<file path="src/rtl/bond_loop_filter_table_macros.svh">
// ----------------------------------------------------------------------------
// bond loop filter table assertion macros
// shared property forms for the block's checks
// ----------------------------------------------------------------------------
`ifndef BOND_LOOP_FILTER_TABLE_MACROS_SVH
`define BOND_LOOP_FILTER_TABLE_MACROS_SVH

// same-cycle implication, disabled while reset is low
`define BLFT_ASSERT_NOW(label, clk, rst_n, ante, cons) \
    label: assert property (@(posedge clk) disable iff (!rst_n) (ante) |-> (cons)) \
        else $error("bond loop filter table check failed");

// next-cycle implication, disabled while reset is low
`define BLFT_ASSERT_NEXT(label, clk, rst_n, ante, cons) \
    label: assert property (@(posedge clk) disable iff (!rst_n) (ante) |=> (cons)) \
        else $error("bond loop filter table check failed");

`endif

</file>
<file path="src/rtl/blft_pkg.sv">
// ----------------------------------------------------------------------------
// blft_pkg
// types and constants shared by the loop filter table modules
// ----------------------------------------------------------------------------
package blft_pkg;

    localparam logic [1:0] OP_EGRESS = 2'd0;
    localparam logic [1:0] OP_INGRESS = 2'd1;
    localparam logic [1:0] OP_ACTIVE = 2'd2;
    localparam logic [1:0] OP_UNUSED = 2'd3;

    localparam logic [2:0] CLS_UCAST = 3'd0;
    localparam logic [2:0] CLS_MCAST = 3'd1;
    localparam logic [2:0] CLS_IGMP = 3'd2;
    localparam logic [2:0] CLS_GARP = 3'd3;
    localparam logic [2:0] CLS_PARSE = 3'd4;
    localparam logic [2:0] CLS_UNDEF = 3'd7;

    localparam logic [1:0] RSN_NONE = 2'd0;
    localparam logic [1:0] RSN_LOOP = 2'd1;
    localparam logic [1:0] RSN_MCAST = 2'd2;
    localparam logic [1:0] RSN_EXPIRED = 2'd3;

    localparam logic [1:0] REG_STATE_LT = 2'd0;
    localparam logic [1:0] REG_LOCK_LT = 2'd1;
    localparam logic [1:0] REG_BOND_IF = 2'd2;
    localparam logic [1:0] REG_NS_COOKIE = 2'd3;

    typedef struct packed {
        logic [1:0]  op;
        logic [47:0] src_mac;
        logic [15:0] vlan_tag;
        logic [15:0] port_index;
        logic [2:0]  pkt_class;
        logic [63:0] time_now;
        logic [15:0] next_active;
        logic [63:0] event_cookie;
    } t_item;

    typedef struct packed {
        logic [39:0] learn_ttl;
        logic [39:0] lock_ttl;
        logic [15:0] bond_interface;
        logic [63:0] namespace_cookie;
    } t_cfg;

    typedef enum logic [3:0] {
        ST_IDLE,
        ST_LOAD,
        ST_SCAN,
        ST_DECIDE,
        ST_BRANCH,
        ST_TOUCH,
        ST_READ,
        ST_UPDATE,
        ST_DONE
    } t_state;

    typedef struct packed {
        logic load;
        logic quick;
        logic scan_start;
        logic decide;
        logic touch_start;
        logic miss_res;
        logic ent_read;
        logic ent_write;
        logic emit;
    } t_cmd;

    typedef struct packed {
        logic in_valid;
        logic needs_table;
        logic pass_done;
        logic tgt_ok;
        logic out_busy;
    } t_sts;

endpackage

</file>
<file path="src/rtl/blft_ctrl.sv">
// ----------------------------------------------------------------------------
// blft_ctrl
// sequencer for one item: scan, decide, lru pass, entry update, result
// ----------------------------------------------------------------------------
module blft_ctrl (
    input  logic              i_clk,
    input  logic              i_rst_n,
    input  blft_pkg::t_sts    i_sts,
    output blft_pkg::t_cmd    o_cmd,
    output logic              o_ready
);

    blft_pkg::t_state r_state;
    blft_pkg::t_state n_state;

    always_ff @(posedge i_clk) begin
        if (!i_rst_n) begin
            r_state <= blft_pkg::ST_IDLE;
        end else begin
            r_state <= n_state;
        end
    end

    always_comb begin
        n_state = r_state;
        case (r_state)
            blft_pkg::ST_IDLE: begin
                if (i_sts.in_valid) n_state = blft_pkg::ST_LOAD;
            end
            blft_pkg::ST_LOAD: begin
                n_state = i_sts.needs_table ? blft_pkg::ST_SCAN : blft_pkg::ST_DONE;
            end
            blft_pkg::ST_SCAN: begin
                if (i_sts.pass_done) n_state = blft_pkg::ST_DECIDE;
            end
            blft_pkg::ST_DECIDE: n_state = blft_pkg::ST_BRANCH;
            blft_pkg::ST_BRANCH: begin
                n_state = i_sts.tgt_ok ? blft_pkg::ST_TOUCH : blft_pkg::ST_DONE;
            end
            blft_pkg::ST_TOUCH: begin
                if (i_sts.pass_done) n_state = blft_pkg::ST_READ;
            end
            blft_pkg::ST_READ: n_state = blft_pkg::ST_UPDATE;
            blft_pkg::ST_UPDATE: n_state = blft_pkg::ST_DONE;
            blft_pkg::ST_DONE: begin
                if (!i_sts.out_busy) n_state = blft_pkg::ST_IDLE;
            end
            default: n_state = blft_pkg::ST_IDLE;
        endcase
    end

    always_comb begin
        o_cmd = '0;
        o_ready = 1'b0;
        case (r_state)
            blft_pkg::ST_IDLE: begin
                o_ready = 1'b1;
                o_cmd.load = i_sts.in_valid;
            end
            blft_pkg::ST_LOAD: begin
                o_cmd.scan_start = i_sts.needs_table;
                o_cmd.quick = !i_sts.needs_table;
            end
            blft_pkg::ST_DECIDE: o_cmd.decide = 1'b1;
            blft_pkg::ST_BRANCH: begin
                o_cmd.touch_start = i_sts.tgt_ok;
                o_cmd.miss_res = !i_sts.tgt_ok;
            end
            blft_pkg::ST_READ: o_cmd.ent_read = 1'b1;
            blft_pkg::ST_UPDATE: o_cmd.ent_write = 1'b1;
            blft_pkg::ST_DONE: o_cmd.emit = !i_sts.out_busy;
            default: o_cmd = '0;
        endcase
    end

endmodule

</file>
<file path="config.mk">
export PLATFORM = sky130hd
export DESIGN_NAME = blft_ctrl
export DESIGN_NICKNAME = d
export VERILOG_FILES = /design/src/rtl/bond_loop_filter_table_macros.svh /design/src/rtl/blft_pkg.sv /design/src/rtl/blft_ctrl.sv
export SDC_FILE = /design/constraint.sdc
export NUM_CORES = 1
export LEC_CHECK = 0
export BUFFER_PORTS_ARGS = -buffer_cell sky130_fd_sc_hd__buf_4
export CAP_MARGIN = 40
export CORE_AREA = 5 5 42 44
export CTS_BUF_LIST = sky130_fd_sc_hd__clkbuf_4 sky130_fd_sc_hd__clkbuf_8 sky130_fd_sc_hd__clkbuf_16
export CTS_CLUSTER_DIAMETER = 60
export DETAILED_ROUTE_END_ITERATION = 8
export DIE_AREA = 0 0 47 49
export PLACE_DENSITY = 0.6
export SETUP_SLACK_MARGIN = 0.4
export SYNTH_ARGS = -nofsm -noshare
export SYNTH_HDL_FRONTEND = slang
export SYNTH_SLANG_ARGS = --single-unit
</file>
<file path="constraint.sdc">
create_clock -name i_clk -period 1.6 [get_ports i_clk]
set_clock_uncertainty 0.1 [all_clocks]
set_input_delay 0.32 -clock i_clk [delete_from_list [all_inputs] [get_ports i_clk]]
set_output_delay 0.32 -clock i_clk [all_outputs]
set_load 0.02 [all_outputs]
</file>
==> results of run 1 <==
==> where the power goes <==
| part | switching (uW) | internal, uW | leakage [uW] | total, uW |
|---|---|---|---|---|
| Clock | 44.9 | 84.1 | 0.0000138 | 129 |
| Combinational | 144 | 166 | 0.000270 | 310 |
| Sequential | 12.6 | 110 | 0.0000349 | 123 |
| Total | 202 | 360 | 0.000319 | 562 |
==> metal layers <==
layer  routed length [um]  vias up  GRT usage
li1                     -      248          -
met5                    0        -          0
met1                  572      243     0.1744
met4                   41        0     0.1106
met3                   42        4          0
met2                  701       13     0.2036
==> Yosys cell counts <==
library cell,instances
a211oi_1,1
a21oi_1,3
a31oi_1,1
and2_1,2
and3b_1,1
buf_2,2
buf_4,1
buf_6,1
dfxtp_1,4
inv_1,4
nand2_1,1
nand2_2,1
nand2b_1,3
nand4b_1,1
nor2_1,6
nor2_4,1
nor3_1,4
nor3_2,1
nor3b_1,2
nor4_1,2
nor4b_1,1
o2111ai_1,1
o211ai_1,2
o21ai_1,2
o41ai_1,1
or2_4,1
or3_1,1
or3_4,1
xnor2_1,1
==> worst paths after layout <==
| path | end | start | cells after the start | slack, ns |
|---|---|---|---|---|
| worst min register to register | r_state[0] | r_state[0] | 2 | 0.46 |
| worst min-delay path | r_state[0] | i_sts[2] | 2 | 0.18 |
| worst max-delay path | o_cmd[8] | r_state[1] | 4 | -0.06 |
| worst max register to register | r_state[1] | r_state[1] | 6 | 0.10 |
==> cell type report <==
class / instances / share of cell area
Sequential cell: 4 / 0.1161
Tap cell: 16 / 0.02581
Timing Repair Buffer: 29 / 0.3339
Multi-Input combinational cell: 41 / 0.4726
Clock buffer: 3 / 0.02903
Inverter: 4 / 0.02258
==> timing repair <==
item / in CTS / in global routing
gates cloned: 0 / 0
setup buffers: 7 / 2
pin swaps: 6 / 8
endpoints found under the setup margin: 13 / 14
gates resized for setup: 19 / 8
hold buffers: 0 / 0
==> kinds of logic (layout without fill, tap and decap cells) <==
family,count (synthesis),after routing,share of synthesized area
flip-flops,4,4,0.2058
buffers and inverters,8,36,0.1125
AO/OA/AOI/OAI,11,11,0.1833
AND/OR/NAND/NOR,29,29,0.4759
XOR/XNOR,1,1,0.02251
==> stage by stage <==
step,utilization,instances
global route,0.5536,97
finish,0.5536,97
detailed placement,0.4179,85
global placement,0.4179,85
CTS,0.5196,95
floorplan,-,53
==> flow_summary.ini, run 1 <==
[layout]
largest-register = r_state
final_cell_area_um2 = 775.7
top_regs = r_state (4)
regArea_um2 = 90.09
layout_commonest_cell = buf_4
area.growth.synth_to_final_pct = 99.36
largest_reg_flops = 4
multi_input_area_um2 = 366.6
final_cell_mix = 18 x buf_4, 11 x buf_6, 4 x nor2_1
drive_above_1_share = 0.7284
antenna-diode-count = 0
fill_cells = 131
nets = 90

[timing]
worstMarginPinSlew_ns = 0.2531
period_minus_slack_ns = 1.660
final-hold-violation-count = 0
fmax_mhz = 602.5
rsz0062_at_grt = true
fin_crit_sh = 1.037
setup_tns_ns = -0.1248
whs_ns = 0.1778
setup-violations-final = 3
finalMaxSlewViolations = 0
max_slew_margin = 0.8291
final.setup.worst_slack_ns = -0.05976

[worst_setup_path]
crit_family = simple AND/OR/NAND/NOR gates
path_max_fanout = 5
cp_num_buf_inv = 1
slowest_stage = dfxtp_2
critPathKind = reg -> out
crit_path_end_kind = output port
cp.required_ns = 1.18
cpPeakStageDelay_ns = 0.33
crit_chain = or2_4 -> nor3_4 -> and2_4 -> buf_6
cp-start-kind = register
cp.arrival_ns = 1.24

[global_routing]
grtUsageTotal = 0.1361
grt_pass1_wl_um = 2256
grt-ovfl-total = 0
antenna_found_initial = 0
grt_pass1_vias = 521
grt_max_degree = 8

[floorplan]
rows = 14
initial_utilization = 0.2777
core-area_mm2 = 0.001401
die_w_um = 47
dieArea_mm2 = 0.002303
die_h_um = 49
ioPinCount = 17

[clock_network]
cts.sink_count = 4
clock-root-buffer = clkbuf_4
clockBufferDepth = 2
tritoncts = built
insertion_delay_ns = 0.24
ctsHtreeMaxLevel = 1
numCtsBuffers = 3
cts.clk_slew.worst_paths_ns = 0.04

[hold_path]
holdCritPathClass = in -> reg

[synth]
yosys_warnings = 0
yosysSeqAreaShare = 0.2058
synth-seq-cells = 4
yosysTopAreaCellShare = 0.2058
syn-cell-area_um2 = 389.1
synth_cells = 53
ys_types = 29
synthTopCellsByArea = dfxtp_1 21%, nor2_1 5.8%, nor3_1 5.1%, nand2b_1 4.8%, a21oi_1 3.9%
syn_nets = 60
yosys.area.top_type = dfxtp_1
postSynthAreaPerCell_um2 = 7.342

[placement]
io_buffers = 16
gp_congestion = 0.7946
dp_slack_ns = 0.1681
place_area_um2 = 585.6
dp_hpwl_um = 872.3

[drt]
drc = 0
wl_um = 1358
ant_nets = 0
via_per_inst = 5.237
drtPass1Iterations = 4
first_iter_violations = 10
routedWlPerCell_um = 14.00
vias = 508

[power_and_ir_drop]
leakage_uw = 0.0003188
peakVddDrop_mv = 0.2958
fin_total_pwr_uw = 561.9
power.density_mw_per_mm2 = 724.3

[run_status]
violations = setup timing
outcome = finished, violations left

[flow_run]
drv_cap = 0
Note: power is estimated with default switching activity, not from simulation.
==> run 2: changes to the inputs <==
--- a/config.mk
+++ b/config.mk
@@ -9,7 +9,6 @@
 export CAP_MARGIN = 40
 export CORE_AREA = 5 5 42 44
 export CTS_BUF_LIST = sky130_fd_sc_hd__clkbuf_4 sky130_fd_sc_hd__clkbuf_8 sky130_fd_sc_hd__clkbuf_16
-export CTS_CLUSTER_DIAMETER = 60
 export DETAILED_ROUTE_END_ITERATION = 8
 export DIE_AREA = 0 0 47 49
 export PLACE_DENSITY = 0.6
==> constraint.sdc (replaced) <==
create_clock -name i_clk -period 2.1 [get_ports i_clk]
set_clock_uncertainty 0.1 [all_clocks]
set_input_delay 0.42 -clock i_clk [delete_from_list [all_inputs] [get_ports i_clk]]
set_output_delay 0.42 -clock i_clk [all_outputs]
set_load 0.1 [all_outputs]
==> run 2 against run 1 <==
- the flow now finishes without violations
- final cell count fell by 3.1%
- sequential power shrank 22%
- clock-buffer cell count did not move
- total power down 6.3%
- final area rose by 1.8%
- die area is the same
- routed wire length is 2.3% lower
- setup slack improved by 0.27 ns
- register-to-register slack improved by 0.51 ns
- non-clock buffer count shrank 3
- highest routed layer is now met3
- clock power decreased by 19%
==> flow_summary.ini, run 2 (same netlist as run 1, synthesis figures left out) <==
[layout]
final_cell_mix = 14 x buf_4, 8 x buf_6, 4 x nor2_1, 4 x buf_12
largest_reg_flops = 4
drive_above_1_share = 0.6154
nets = 87
area.growth.synth_to_final_pct = 102.9
layout_commonest_cell = buf_4
top_regs = r_state (4)
largest-register = r_state
antenna-diode-count = 0
final_cell_area_um2 = 789.5

[power_and_ir_drop]
leakage_uw = 0.0003051
comb_power_share = 0.621
peakVddDrop_mv = 0.3437
power_frac_clock = 0.197
power.density_mw_per_mm2 = 667.1
p_int_uw = 274.5
fin_total_pwr_uw = 526.7
p_sw_uw = 252.1
swShare = 0.4787
seqPwrFrac = 0.182

[clock_network]
numCtsBuffers = 3
cts.clk_slew.worst_paths_ns = 0.04
cts.sink_count = 4
clock-root-buffer = clkbuf_4
clockBufferDepth = 2
tritoncts = built
ctsHtreeMaxLevel = 1
insertion_delay_ns = 0.24
postCtsHoldBufs = 0

[worst_setup_path]
crit_start = r_state[1]
r2r-start = r_state[2]
endpoint = o_cmd[8]
critPathKind = reg -> out
reg2reg_to = r_state[1]
cp.required_ns = 1.58
r2r_cells = 5
cp-start-kind = register
r2r_slack_ns = 0.61
crit_path_end_kind = output port
cp.arrival_ns = 1.37
path_max_fanout = 6

[floorplan]
die_w_um = 47
initial_utilization = 0.2777
dieArea_mm2 = 0.002303
ioPinCount = 17
rows = 14
core-area_mm2 = 0.001401
die_h_um = 49

[flow_run]
drv_cap = 0

[drt]
routedWlPerCell_um = 14.12
drtPass1Iterations = 4
via_per_inst = 5.138
first_iter_violations = 11
ant_nets = 0
wl_um = 1327
drc = 0
vias = 483

[timing]
final-hold-violation-count = 0
worstMarginPinSlew_ns = 0.2691
whs_ns = 0.2703
finalMaxSlewViolations = 0
period_minus_slack_ns = 1.893
fmax_mhz = 528.2
final.setup.worst_slack_ns = 0.2069
max_slew_margin = 0.8183
fin_crit_sh = 0.9015
rsz0062_at_grt = true
setup-violations-final = 0

[placement]
place_area_um2 = 613.1
io_buffers = 16
dp_hpwl_um = 836.8
gp_congestion = 0.7649
dp_slack_ns = 0.2540

[run_status]
outcome = complete, no violations

[global_routing]
grtUsageTotal = 0.1220
grt_max_degree = 12
grt-ovfl-total = 0
antenna_found_initial = 0
grt_pass1_vias = 495
grt_pass1_wl_um = 2145

[hold_path]
holdCritPathClass = in -> reg
run 2: what timing repair did:
action / in CTS / in global routing
pin swaps: 3 / 3
setup endpoints to repair: 10 / 10
buffers inserted: 3 / 4
resized for setup: 23 / 5
run 2: through the flow:
stage	util	setup TNS, ns	cells
finish	0.5634	0	94
CTS	0.5286	0	90
detailed placement	0.4375	0	84
floorplan	-	-1.613	53
global placement	0.4375	0	84
global route	0.5634	0	94
run 2: worst max-delay path, cell delays in order (launching register included):
cell and delay [ns]:
dfxtp_4 0.35, or2_4 0.30, nor3_4 0.14, and2_4 0.17
buf_12 0.16
run 2: power groups by stage:
| stage | combinational, uW | sequential (uW) | clock, uW |
|---|---|---|---|
| final | 327 | 95.7 | 104 |
| after global routing | 342 | 97.8 | 113 |
| after CTS | 322 | 95.8 | 106 |
| after detailed placement | 264 | 98.6 | 0 |
| after global placement | 264 | 98.0 | 0 |
| after floorplan | 232 | 87.8 | 0 |
run 2: cell type report:
type | instances | area, um2
Inverter | 4 | 15.01
Sequential cell | 4 | 88.84
Tap cell | 16 | 20.02
Clock buffer | 3 | 22.52
Multi-Input combinational cell | 41 | 367.9
Timing Repair Buffer | 26 | 275.3
Fill cell | 135 | 611.8
run 2: how the worst min path moves through the flow:
stage,start,endpoint,slack [ns],cells after the start
6_report,i_sts[2],r_state[0],0.27,2
5_1_grt,i_sts[2],r_state[0],0.27,2
4_1_cts,i_sts[2],r_state[0],0.27,2
3_5_place_dp,r_state[3],r_state[1],0.51,3
3_3_place_gp,r_state[3],r_state[1],0.51,3
2_1_floorplan,i_sts[2],r_state[0],0.43,1
run 2: metal layers:
layer	vias up	global-route usage	share of wire
li1	239	-	-
met1	227	0.1501	0.40
met2	17	0.1900	0.53
met3	0	0.05535	0.075
met4	0	0.02765	0
met5	-	0	0
==> run 3: changes to the inputs <==
--- a/config.mk
+++ b/config.mk
@@ -7,10 +7,10 @@
 export LEC_CHECK = 0
 export BUFFER_PORTS_ARGS = -buffer_cell sky130_fd_sc_hd__buf_4
 export CAP_MARGIN = 40
-export CORE_AREA = 5 5 42 44
-export CTS_BUF_LIST = sky130_fd_sc_hd__clkbuf_4 sky130_fd_sc_hd__clkbuf_8 sky130_fd_sc_hd__clkbuf_16
+export CORE_AREA = 2 2 39 41
+export CTS_BUF_LIST = sky130_fd_sc_hd__clkbuf_4 sky130_fd_sc_hd__clkbuf_8
 export DETAILED_ROUTE_END_ITERATION = 8
-export DIE_AREA = 0 0 47 49
+export DIE_AREA = 0 0 41 43
 export PLACE_DENSITY = 0.6
 export SETUP_SLACK_MARGIN = 0.4
 export SYNTH_ARGS = -nofsm -noshare
==> run 3 against run 2 <==
- global-route usage rose by 5.3 points
- flip-flop and latch count did not move
- die area fell by 23%
- clock power fell by 7%
- setup slack improved by 0.034 ns
- non-clock buffer count rose by 1
- final cell count rose by 1.1%
- sequential share of layout area fell by 0.14 points
- sequential power rose by 1%
- clock-buffer cell count did not move
- first-iteration DRC count fell by 55%
- fmax rose by 1.8%
- critical path type unchanged
==> flow_summary.ini, run 3 (same netlist as run 1, synthesis figures left out) <==
[layout]
area.growth.synth_to_final_pct = 119.9
final_core_util = 0.6184
final_cells = 95
largest_reg_flops = 4
final_cell_mix = 13 x buf_4, 7 x buf_12, 6 x buf_6
final_cell_area_um2 = 855.8
nets = 88
top_regs = r_state (4)
drive_above_1_share = 0.6582
antenna-diode-count = 0
largest-register = r_state
layout_commonest_cell = buf_4

[timing]
finalMaxSlewViolations = 0
fmax_mhz = 537.8
max_slew_margin = 0.8218
rsz0062_at_grt = true
final-hold-violation-count = 0
fin_crit_sh = 0.8855
setup_tns_ns = 0
setup-violations-final = 0
period_minus_slack_ns = 1.860
worstMarginPinSlew_ns = 0.2638

[power_and_ir_drop]
power.density_mw_per_mm2 = 650.8
leakage_uw = 0.0003358
peakVddDrop_mv = 0.4192

[worst_setup_path]
path_max_fanout = 5
cpPeakStageDelay_ns = 0.35
cp_num_buf_inv = 1
crit_chain = or2_4 -> nor3_4 -> and2_4 -> buf_12
cp.arrival_ns = 1.34
r2r_cells = 6
cp-start-kind = register
slowest_stage = dfxtp_4
critPathKind = reg -> out
crit_path_end_kind = output port
crit_family = simple AND/OR/NAND/NOR gates
cp.depth = 4
cp.required_ns = 1.58

[clock_network]
clockBufferDepth = 2
cts.clk_slew.worst_paths_ns = 0.04
cts.sink_count = 4
postCtsHoldBufs = 0
ctsHtreeMaxLevel = 1
tritoncts = built
clock-root-buffer = clkbuf_4
numCtsBuffers = 3
insertion_delay_ns = 0.24

[placement]
gp_congestion = 0.7557
dp_hpwl_um = 815.1
placed_cells = 83
io_buffers = 16
place_area_um2 = 618.1

[global_routing]
grt-ovfl-total = 0
antenna_found_initial = 0
grt_max_degree = 11
grtUsageTotal = 0.1745
grt_pass1_wl_um = 2125
grt_pass1_vias = 514

[hold_path]
holdCritPathClass = in -> reg
whs_path_depth = 2

[drt]
vias = 484
first_iter_violations = 5
drc = 0
drtPass1Iterations = 4
routedWlPerCell_um = 13.82
ant_nets = 0
wl_um = 1313
via_per_inst = 5.095

[flow_run]
drv_cap = 0

[floorplan]
initial_utilization = 0.2812
rows = 14
die_w_um = 41
dieArea_mm2 = 0.001763
die_h_um = 43
ioPinCount = 17
core-area_mm2 = 0.001384

[run_status]
outcome = complete, no violations
==> run 3: metrics by stage <==
stage	hold slack, ns	setup WS (ns)	power [uW]
6_report	0.2812	0.2404	557.0
5_1_grt	0.2736	0.1842	585.5
4_1_cts	0.2794	0.2399	553.4
3_5_place_dp	0.5071	0.2499	362.5
3_3_place_gp	0.5262	0.2776	361.1
2_1_floorplan	0.4278	-0.4221	319.6
==> run 3: power by group <==
group,internal [uW],switching (uW)
logic,154,209
registers,84.1,13.0
clock network,64.0,32.7
total,302,255
==> run 3: cell type report <==
cell class,instances,area [um2]
well taps,16,20.02
fillers,124,528.0
clock buffers,3,22.52
inverters,4,15.01
flip-flops and latches,4,95.09
repair buffers,27,320.3
multi-input cells,41,382.9
==> run 3: timing repair <==
action,CTS,global route
setup endpoints to repair,10,10
pin swaps,6,3
buffers inserted,8,1
gates resized for setup,34,3
==> run 3: routing by layer <==
metal,share of wire,wire (um),global-route usage,up-vias
li1,-,-,-,241
met2,0.53,694,0.2594,15
met4,0,0,0.05333,0
met1,0.41,538,0.2276,228
met3,0.061,80,0.06283,0
met5,0,0,0,-
==> run 3: worst paths after layout <==
kind | startpoint | endpoint | slack (ns)
max | r_state[1] | o_cmd[8] | 0.24
min | i_sts[2] | r_state[0] | 0.28
max reg2reg | r_state[1] | r_state[1] | 0.50
min reg2reg | r_state[1] | r_state[1] | 0.44
